==> config.mk <==
export PLATFORM = sky130hd
export DESIGN_NAME = sha256_block_compression
export DESIGN_NICKNAME = d
export VERILOG_FILES = /design/src/design/sha256_pkg.sv /design/src/design/sha256_block_compression.sv /design/src/design/sha256_front.sv /design/src/design/sha256_fifo.sv /design/src/design/sha256_core.sv
export SDC_FILE = /design/constraint.sdc
export NUM_CORES = 2
export LEC_CHECK = 0
export BUFFER_PORTS_ARGS = -buffer_cell sky130_fd_sc_hd__buf_4
export CAP_MARGIN = 20
export CORE_ASPECT_RATIO = 1.25
export CORE_UTILIZATION = 45
export DETAILED_ROUTE_END_ITERATION = 10
export PLACE_DENSITY = 0.71
export SLEW_MARGIN = 20
export SYNTH_ARGS = -nofsm -noshare
export SYNTH_HDL_FRONTEND = slang
export SYNTH_SLANG_ARGS = --single-unit
==> constraint.sdc <==
create_clock -name clk_i -period 31.5 [get_ports clk_i]
set_clock_uncertainty 0.05 [all_clocks]
set_input_delay 7.875 -clock clk_i [delete_from_list [all_inputs] [get_ports clk_i]]
set_output_delay 7.875 -clock clk_i [all_outputs]
set_load 0.02 [all_outputs]
==> src/design/sha256_pkg.sv <==
// Shared types and constants of the SHA-256 block compression unit.
// Holds the round constant table, the standard initial hash words and the queue item type.
// No dependencies.
package sha256_pkg;

  localparam int unsigned WordW      = 32;
  localparam int unsigned NumChain   = 8;
  localparam int unsigned BlockWords = 16;
  localparam int unsigned NumRounds  = 64;
  localparam int unsigned CountW     = $clog2(BlockWords);
  localparam int unsigned RoundW     = $clog2(NumRounds);
  localparam int unsigned CfgIdxW    = $clog2(NumChain);

  localparam logic [CountW-1:0] LastWordIdx = CountW'(BlockWords - 1);
  localparam logic [RoundW-1:0] LastRound   = RoundW'(NumRounds - 1);

  localparam logic [WordW-1:0] IvReset [NumChain] = '{
    32'h6a09e667, 32'hbb67ae85, 32'h3c6ef372, 32'ha54ff53a,
    32'h510e527f, 32'h9b05688c, 32'h1f83d9ab, 32'h5be0cd19
  };

  localparam logic [WordW-1:0] RoundK [NumRounds] = '{
    32'h428a2f98, 32'h71374491, 32'hb5c0fbcf, 32'he9b5dba5,
    32'h3956c25b, 32'h59f111f1, 32'h923f82a4, 32'hab1c5ed5,
    32'hd807aa98, 32'h12835b01, 32'h243185be, 32'h550c7dc3,
    32'h72be5d74, 32'h80deb1fe, 32'h9bdc06a7, 32'hc19bf174,
    32'he49b69c1, 32'hefbe4786, 32'h0fc19dc6, 32'h240ca1cc,
    32'h2de92c6f, 32'h4a7484aa, 32'h5cb0a9dc, 32'h76f988da,
    32'h983e5152, 32'ha831c66d, 32'hb00327c8, 32'hbf597fc7,
    32'hc6e00bf3, 32'hd5a79147, 32'h06ca6351, 32'h14292967,
    32'h27b70a85, 32'h2e1b2138, 32'h4d2c6dfc, 32'h53380d13,
    32'h650a7354, 32'h766a0abb, 32'h81c2c92e, 32'h92722c85,
    32'ha2bfe8a1, 32'ha81a664b, 32'hc24b8b70, 32'hc76c51a3,
    32'hd192e819, 32'hd6990624, 32'hf40e3585, 32'h106aa070,
    32'h19a4c116, 32'h1e376c08, 32'h2748774c, 32'h34b0bcb5,
    32'h391c0cb3, 32'h4ed8aa4a, 32'h5b9cca4f, 32'h682e6ff3,
    32'h748f82ee, 32'h78a5636f, 32'h84c87814, 32'h8cc70208,
    32'h90befffa, 32'ha4506ceb, 32'hbef9a3f7, 32'hc67178f2
  };

  // One queued request: the message word and how it sits within its block.
  typedef struct packed {
    logic [WordW-1:0] word;
    logic             first;
    logic             last;
  } item_t;

  function automatic logic [WordW-1:0] big_sigma0(input logic [WordW-1:0] x);
    big_sigma0 = {x[1:0], x[31:2]} ^ {x[12:0], x[31:13]} ^ {x[21:0], x[31:22]};
  endfunction

  function automatic logic [WordW-1:0] big_sigma1(input logic [WordW-1:0] x);
    big_sigma1 = {x[5:0], x[31:6]} ^ {x[10:0], x[31:11]} ^ {x[24:0], x[31:25]};
  endfunction

  function automatic logic [WordW-1:0] small_sigma0(input logic [WordW-1:0] x);
    small_sigma0 = {x[6:0], x[31:7]} ^ {x[17:0], x[31:18]} ^ {3'b000, x[31:3]};
  endfunction

  function automatic logic [WordW-1:0] small_sigma1(input logic [WordW-1:0] x);
    small_sigma1 = {x[16:0], x[31:17]} ^ {x[18:0], x[31:19]} ^ {10'b0, x[31:10]};
  endfunction

endpackage

==> src/design/sha256_block_compression.sv <==
// Top level of the SHA-256 block compression unit: front end, request queue and core.
// Depends on sha256_pkg, sha256_front, sha256_fifo and sha256_core.
//
//   channel   handshake            payload
//   input     start_i / busy_o     message_word_i, new_message_i
//   result    done_o (strobe)      digest_word_0_o .. digest_word_7_o
//   config    cfg_we_i             cfg_index_i, cfg_wdata_i
//
// Each word is taken while busy_o is low; the core drains one queued word per cycle while idle.
// The sixteenth word of a block starts the rounds and then the fold of the chaining value,
// all run by the single round unit, which drains no queued word until the fold is done.
// The strobe rises once the rounds and the FINISH fold after the last queued word are done, and lasts one cycle.
// busy_o rises only when the queue is full; reset restores the standard initial values.
module sha256_block_compression #(
  parameter int unsigned QueueDepth = 4
) (
  input  logic                           clk_i,
  input  logic                           rst_ni,
  input  logic                           start_i,
  output logic                           busy_o,
  input  logic [sha256_pkg::WordW-1:0]   message_word_i,
  input  logic                           new_message_i,
  input  logic                           cfg_we_i,
  input  logic [sha256_pkg::CfgIdxW-1:0] cfg_index_i,
  input  logic [sha256_pkg::WordW-1:0]   cfg_wdata_i,
  output logic                           done_o,
  output logic [sha256_pkg::WordW-1:0]   digest_word_0_o,
  output logic [sha256_pkg::WordW-1:0]   digest_word_1_o,
  output logic [sha256_pkg::WordW-1:0]   digest_word_2_o,
  output logic [sha256_pkg::WordW-1:0]   digest_word_3_o,
  output logic [sha256_pkg::WordW-1:0]   digest_word_4_o,
  output logic [sha256_pkg::WordW-1:0]   digest_word_5_o,
  output logic [sha256_pkg::WordW-1:0]   digest_word_6_o,
  output logic [sha256_pkg::WordW-1:0]   digest_word_7_o
);

  sha256_pkg::item_t            push_item, pop_item;
  logic                         push, pop, full, empty;
  logic [sha256_pkg::WordW-1:0] digest [sha256_pkg::NumChain];

  sha256_front u_front (
    .clk_i          (clk_i),
    .rst_ni         (rst_ni),
    .start_i        (start_i),
    .message_word_i (message_word_i),
    .new_message_i  (new_message_i),
    .queue_full_i   (full),
    .busy_o         (busy_o),
    .push_o         (push),
    .push_item_o    (push_item)
  );

  sha256_fifo #(
    .Depth (QueueDepth)
  ) u_fifo (
    .clk_i       (clk_i),
    .rst_ni      (rst_ni),
    .push_i      (push),
    .push_item_i (push_item),
    .full_o      (full),
    .pop_i       (pop),
    .pop_item_o  (pop_item),
    .empty_o     (empty)
  );

  sha256_core u_core (
    .clk_i         (clk_i),
    .rst_ni        (rst_ni),
    .cfg_we_i      (cfg_we_i),
    .cfg_index_i   (cfg_index_i),
    .cfg_wdata_i   (cfg_wdata_i),
    .queue_empty_i (empty),
    .queue_item_i  (pop_item),
    .pop_o         (pop),
    .done_o        (done_o),
    .digest_o      (digest)
  );

  assign digest_word_0_o = digest[0];
  assign digest_word_1_o = digest[1];
  assign digest_word_2_o = digest[2];
  assign digest_word_3_o = digest[3];
  assign digest_word_4_o = digest[4];
  assign digest_word_5_o = digest[5];
  assign digest_word_6_o = digest[6];
  assign digest_word_7_o = digest[7];

endmodule

==> src/design/sha256_front.sv <==
// Front end of the SHA-256 unit: accepts message word requests and tags each one
// with its place in the block. Depends on sha256_pkg.
module sha256_front (
  input  logic                         clk_i,
  input  logic                         rst_ni,
  input  logic                         start_i,
  input  logic [sha256_pkg::WordW-1:0] message_word_i,
  input  logic                         new_message_i,
  input  logic                         queue_full_i,
  output logic                         busy_o,
  output logic                         push_o,
  output sha256_pkg::item_t            push_item_o
);

  logic [sha256_pkg::CountW-1:0] count_q, count_d;
  logic [sha256_pkg::CountW-1:0] slot;

  assign busy_o = queue_full_i;
  assign push_o = start_i && !queue_full_i;

  // A new message always restarts the block, dropping any partial words.
  assign slot    = new_message_i ? '0 : count_q;
  assign count_d = slot + sha256_pkg::CountW'(1);

  assign push_item_o.word  = message_word_i;
  assign push_item_o.first = new_message_i;
  assign push_item_o.last  = (slot == sha256_pkg::LastWordIdx);

  always_ff @(posedge clk_i or negedge rst_ni) begin
    if (!rst_ni) begin
      count_q <= '0;
    end else if (push_o) begin
      count_q <= count_d;
    end
  end

endmodule

==> src/design/sha256_fifo.sv <==
// Short request queue between the front end and the compression core.
// Depends on sha256_pkg for the item type.
module sha256_fifo #(
  parameter int unsigned Depth = 4
) (
  input  logic              clk_i,
  input  logic              rst_ni,
  input  logic              push_i,
  input  sha256_pkg::item_t push_item_i,
  output logic              full_o,
  input  logic              pop_i,
  output sha256_pkg::item_t pop_item_o,
  output logic              empty_o
);

  localparam int unsigned AddrW = (Depth > 1) ? $clog2(Depth) : 1;
  localparam int unsigned CntW  = $clog2(Depth + 1);
  localparam logic [AddrW-1:0] LastAddr = AddrW'(Depth - 1);
  localparam logic [CntW-1:0]  FullCnt  = CntW'(Depth);

  sha256_pkg::item_t mem_q [Depth];

  logic [AddrW-1:0] wptr_q, rptr_q;
  logic [CntW-1:0]  cnt_q;
  logic             do_push, do_pop;

  assign full_o     = (cnt_q == FullCnt);
  assign empty_o    = (cnt_q == '0);
  assign do_push    = push_i && !full_o;
  assign do_pop     = pop_i && !empty_o;
  assign pop_item_o = mem_q[rptr_q];

  always_ff @(posedge clk_i) begin
    if (do_push) begin
      mem_q[wptr_q] <= push_item_i;
    end
  end

  always_ff @(posedge clk_i or negedge rst_ni) begin
    if (!rst_ni) begin
      wptr_q <= '0;
      rptr_q <= '0;
      cnt_q  <= '0;
    end else begin
      if (do_push) begin
        wptr_q <= (wptr_q == LastAddr) ? '0 : wptr_q + AddrW'(1);
      end
      if (do_pop) begin
        rptr_q <= (rptr_q == LastAddr) ? '0 : rptr_q + AddrW'(1);
      end
      if (do_push && !do_pop) begin
        cnt_q <= cnt_q + CntW'(1);
      end else if (do_pop && !do_push) begin
        cnt_q <= cnt_q - CntW'(1);
      end
    end
  end

endmodule

==> src/design/sha256_core.sv <==
// Compression core: gathers queued words into the schedule window, runs one round per
// cycle and folds the result into the chaining value. Depends on sha256_pkg.
module sha256_core (
  input  logic                           clk_i,
  input  logic                           rst_ni,
  input  logic                           cfg_we_i,
  input  logic [sha256_pkg::CfgIdxW-1:0] cfg_index_i,
  input  logic [sha256_pkg::WordW-1:0]   cfg_wdata_i,
  input  logic                           queue_empty_i,
  input  sha256_pkg::item_t              queue_item_i,
  output logic                           pop_o,
  output logic                           done_o,
  output logic [sha256_pkg::WordW-1:0]   digest_o [sha256_pkg::NumChain]
);

  typedef enum logic [1:0] {
    IDLE,
    ROUNDS,
    FINISH
  } state_e;

  state_e                        state_q;
  logic [sha256_pkg::RoundW-1:0] round_q;
  logic                          done_q;
  logic [sha256_pkg::WordW-1:0]  iv_q    [sha256_pkg::NumChain];
  logic [sha256_pkg::WordW-1:0]  chain_q [sha256_pkg::NumChain];
  logic [sha256_pkg::WordW-1:0]  work_q  [sha256_pkg::NumChain];
  logic [sha256_pkg::WordW-1:0]  work_d  [sha256_pkg::NumChain];
  logic [sha256_pkg::WordW-1:0]  win_q   [sha256_pkg::BlockWords];
  logic [sha256_pkg::WordW-1:0]  digest_q [sha256_pkg::NumChain];
  logic [sha256_pkg::WordW-1:0]  sum_d   [sha256_pkg::NumChain];
  logic [sha256_pkg::WordW-1:0]  w_next, t1, t2, ch, mj;

  assign pop_o    = (state_q == IDLE) && !queue_empty_i;
  assign done_o   = done_q;
  assign digest_o = digest_q;

  // The window holds w[r] .. w[r+15]; its oldest word feeds the current round.
  assign w_next = sha256_pkg::small_sigma1(win_q[14]) + win_q[9]
                + sha256_pkg::small_sigma0(win_q[1]) + win_q[0];

  always_comb begin
    ch = (work_q[4] & work_q[5]) ^ (~work_q[4] & work_q[6]);
    mj = (work_q[0] & work_q[1]) ^ (work_q[0] & work_q[2]) ^ (work_q[1] & work_q[2]);
    t1 = work_q[7] + sha256_pkg::big_sigma1(work_q[4]) + ch
       + sha256_pkg::RoundK[round_q] + win_q[0];
    t2 = sha256_pkg::big_sigma0(work_q[0]) + mj;
    work_d[7] = work_q[6];
    work_d[6] = work_q[5];
    work_d[5] = work_q[4];
    work_d[4] = work_q[3] + t1;
    work_d[3] = work_q[2];
    work_d[2] = work_q[1];
    work_d[1] = work_q[0];
    work_d[0] = t1 + t2;
    for (int i = 0; i < sha256_pkg::NumChain; i++) begin
      sum_d[i] = chain_q[i] + work_q[i];
    end
  end

  // Schedule window and working variables.
  always_ff @(posedge clk_i) begin
    if (pop_o) begin
      for (int i = 0; i < sha256_pkg::BlockWords - 1; i++) begin
        win_q[i] <= win_q[i + 1];
      end
      win_q[sha256_pkg::BlockWords - 1] <= queue_item_i.word;
      if (queue_item_i.last) begin
        work_q <= chain_q;
      end
    end else if (state_q == ROUNDS) begin
      for (int i = 0; i < sha256_pkg::BlockWords - 1; i++) begin
        win_q[i] <= win_q[i + 1];
      end
      win_q[sha256_pkg::BlockWords - 1] <= w_next;
      work_q <= work_d;
    end
  end

  always_ff @(posedge clk_i or negedge rst_ni) begin
    if (!rst_ni) begin
      state_q  <= IDLE;
      round_q  <= '0;
      done_q   <= 1'b0;
      iv_q     <= sha256_pkg::IvReset;
      chain_q  <= sha256_pkg::IvReset;
      digest_q <= sha256_pkg::IvReset;
    end else begin
      done_q <= 1'b0;
      if (cfg_we_i) begin
        iv_q[cfg_index_i] <= cfg_wdata_i;
      end
      case (state_q)
        IDLE: begin
          if (pop_o) begin
            if (queue_item_i.first) begin
              chain_q <= iv_q;
            end
            if (queue_item_i.last) begin
              round_q <= '0;
              state_q <= ROUNDS;
            end
          end
        end
        ROUNDS: begin
          round_q <= round_q + sha256_pkg::RoundW'(1);
          if (round_q == sha256_pkg::LastRound) begin
            state_q <= FINISH;
          end
        end
        FINISH: begin
          chain_q  <= sum_d;
          digest_q <= sum_d;
          done_q   <= 1'b1;
          state_q  <= IDLE;
        end
        default: begin
          state_q <= IDLE;
        end
      endcase
    end
  end

endmodule

==> out/qor.csv <==
metric,value,unit
status,completed,
worstPathCellList,buf_8 > buf_4 > buf_4 > buf_4,
cts.sinks,1692,
hp-class,reg -> reg,
synth_edf_count,904,
endpoint_kind,async pin,
rsz0062_at_grt,false,
setup_violations,0,
max_stage_delay,0.87,ns
synth.distinct_cells,90,
antenna_found_initial,34,
regArea,0.0474,mm^2
layout_common_cells,"1381 x nand2_1, 904 x edfxtp_1, 584 x o21ai_0, 408 x dfstp_2, 405 x buf_4",
worstSetupStartpointType,primary input,
drive_above_1_share,0.193,
fmaxAchievable,94.8,MHz
die_area,0.202,mm^2
required,32.26,ns
ys_warn_count,0,
layout_commonest_cell,nand2_1,
dpl.hpwl,217000,um
holdBufCountCts,0,
die_w,402,um
worst_pin_slew,1.26,ns
gp_congestion,1.03,
cp_num_buf_inv,4,
nFillCells,17300,
h-tree-depth,4,
drc_errors,0,
cts_buffers,171,
syn_inst,7943,
port_buffers,329,
path_clk_slew,0.06,ns
grt_pass1_wl,431000,um
grt_overflow,0,
core-area,0.199,mm^2
crit_slowest_cell,buf_4,
wirelength,296000,um
seq_area_frac_synth,0.525,
die_h,503,um
ios,330,
drv_slew,0,
synthArstFlopShare,0.466,
critPathMaxFanout,110,
syn-num-nets,8610,
layout_setup_ws,20.95,ns
syn2layout_area_growth,12.2,%
ys_ff_latch,1692,
grt_pass1_vias,62900,
finalSetupTns,0,ns
drtIter0Drc,6278,
final_nets,8821,
drt-pass1-iter-count,6,
worstSetupPathType,in -> async,
cts_setup_buffers,0,
min_period,10.55,ns
tritoncts,built,
crit_arrival,11.31,ns
insertion_delay,0.85,ns
max_slew_margin,0.148,
finalCritPeriodShare,0.335,
route.vias.total,64100,
hold_viol,0,
maxCapViolCount,0,
cts_resized,0,
dp_slack,19.99,ns
ys.flop_type,edfxtp_1,
netlist_area,0.0902,mm^2
multiInputGateArea,0.0403,mm^2
critPathTopFamily,buffers and inverters,
ant_nets,0,
via_per_inst,5.88,
row_count,183,
start_util,0.453,
grt_usage,0.291,
clockBufferDepth,3,
grt_max_degree,156,
crit_path_frequent_cell,buf_4,
avgSynthCellArea,11.4,um^2
clk_root_buffer_cell,clkbuf_16,
drt-wirelength-per-cell,27.2,um
[path summary, 6_finish.rpt]
check / start / endpoint / slack (ns) / depth (start not counted)
min: u_core.win_q[4][30] / u_core.win_q[3][62] / 0.35 / 0
max reg2reg: u_core.round_q[0] / u_core.work_d[222] / 21.00 / 37
min reg2reg: u_core.win_q[4][30] / u_core.win_q[3][62] / 0.35 / 0
max in group clk_i: u_core.round_q[0] / u_core.work_d[222] / 21.00 / 37
min in group asynchronous: rst_ni / u_core.digest_o[222] / 7.05 / 1
max: rst_ni / u_core.digest_o[65] / 20.95 / 4
[state kept, by name, indices dropped and copies added, names as in the netlist, 3 cells and up]
signal / flops
u_core.chain_q: 256
u_core.work_q: 64
u_core.iv_q: 256
u_front.count_q: 4
u_core.round_q: 6
u_core.digest_o: 256
u_fifo.mem_q: 136
u_core.work_d: 192
u_fifo.cnt_q: 3
u_core.win_q: 512
[logic make-up after synthesis]
| group | count (synthesis) | synth area share |
|---|---|---|
| muxes | 592 | 0.0766 |
| DFF | 1692 | 0.525 |
| adders and majority gates | 617 | 0.101 |
| xor gates and xnor gates | 556 | 0.0541 |
| buffers and inverters | 690 | 0.0289 |
| and+or+nand+nor | 2165 | 0.102 |
| AOI/OAI and AO/OA | 1631 | 0.111 |
[worst register-to-register path, delay by kind of cell (launching register included)]
family / cells / cell delay [ns]
AO/OA/AOI/OAI: 17 / 3.91
AND/OR/NAND/NOR: 4 / 0.87
buffers and inverters: 6 / 1.01
XOR/XNOR: 2 / 0.39
adder cells (fa/ha/maj): 7 / 3.06
flip-flops: 1 / 0.38
multiplexers: 1 / 0.58
[area by class of cell]
type                       count  area share
sequential                  1692       0.468
inverter                     320      0.0121
timing repair buffer         408      0.0306
multi-input combinational   5561       0.398
antenna                       14    0.000346
clock inverter                98      0.0106
tap                         2590      0.0320
clock buffer                 224      0.0480
[metrics by stage]
step	hold WS, ns	cells	instance area, um^2	util
finish	0.349	10900	101000	0.509
global route	0.347	10900	101000	0.508
CTS	0.341	10900	101000	0.508
detailed placement	0.355	10600	95200	0.479
global placement	0.350	10600	95200	0.479
floorplan	0.350	7943	90200	-
[metal layers]
layer  GRT usage  wire length, um
met1       0.394           122000
met2       0.451           134000
met3      0.0516            24100
met4       0.142            16400
met5           0               92
[synthesized netlist by cell type (17+ instances only)]
cell	number	area (um^2)
a21o_1	187	1400
o21bai_1	44	330
o21a_1	56	420
nor2_1	299	1120
mux2i_1	154	1540
a31oi_1	50	313
a31o_2	18	158
mux2_2	399	4490
or2_2	17	106
nor3_1	80	400
edfxtp_1	904	27100
nor2b_1	48	300
o31ai_1	30	225
dfrtp_1	380	9510
a21oi_1	397	1990
xnor2_1	391	3420
fa_1	196	3920
o211ai_1	36	270
nand2b_1	52	325
ha_1	399	4990
nand3_1	91	455
o21ai_0	585	2930
dfstp_2	408	10700
a211oi_1	41	308
inv_1	318	1190
or3_1	36	225
mux4_2	39	878
and3_1	51	319
clkbuf_1	298	1120
maj3_1	22	220
a221o_1	17	170
and2_1	19	119
nor4_1	17	106
buf_1	57	214
nand2_1	1382	5190
xor2_1	164	1440
Power is left out: the tool's default activity adds up to more than one toggle a clock period on the data nets, which glitch-free logic cannot reach.
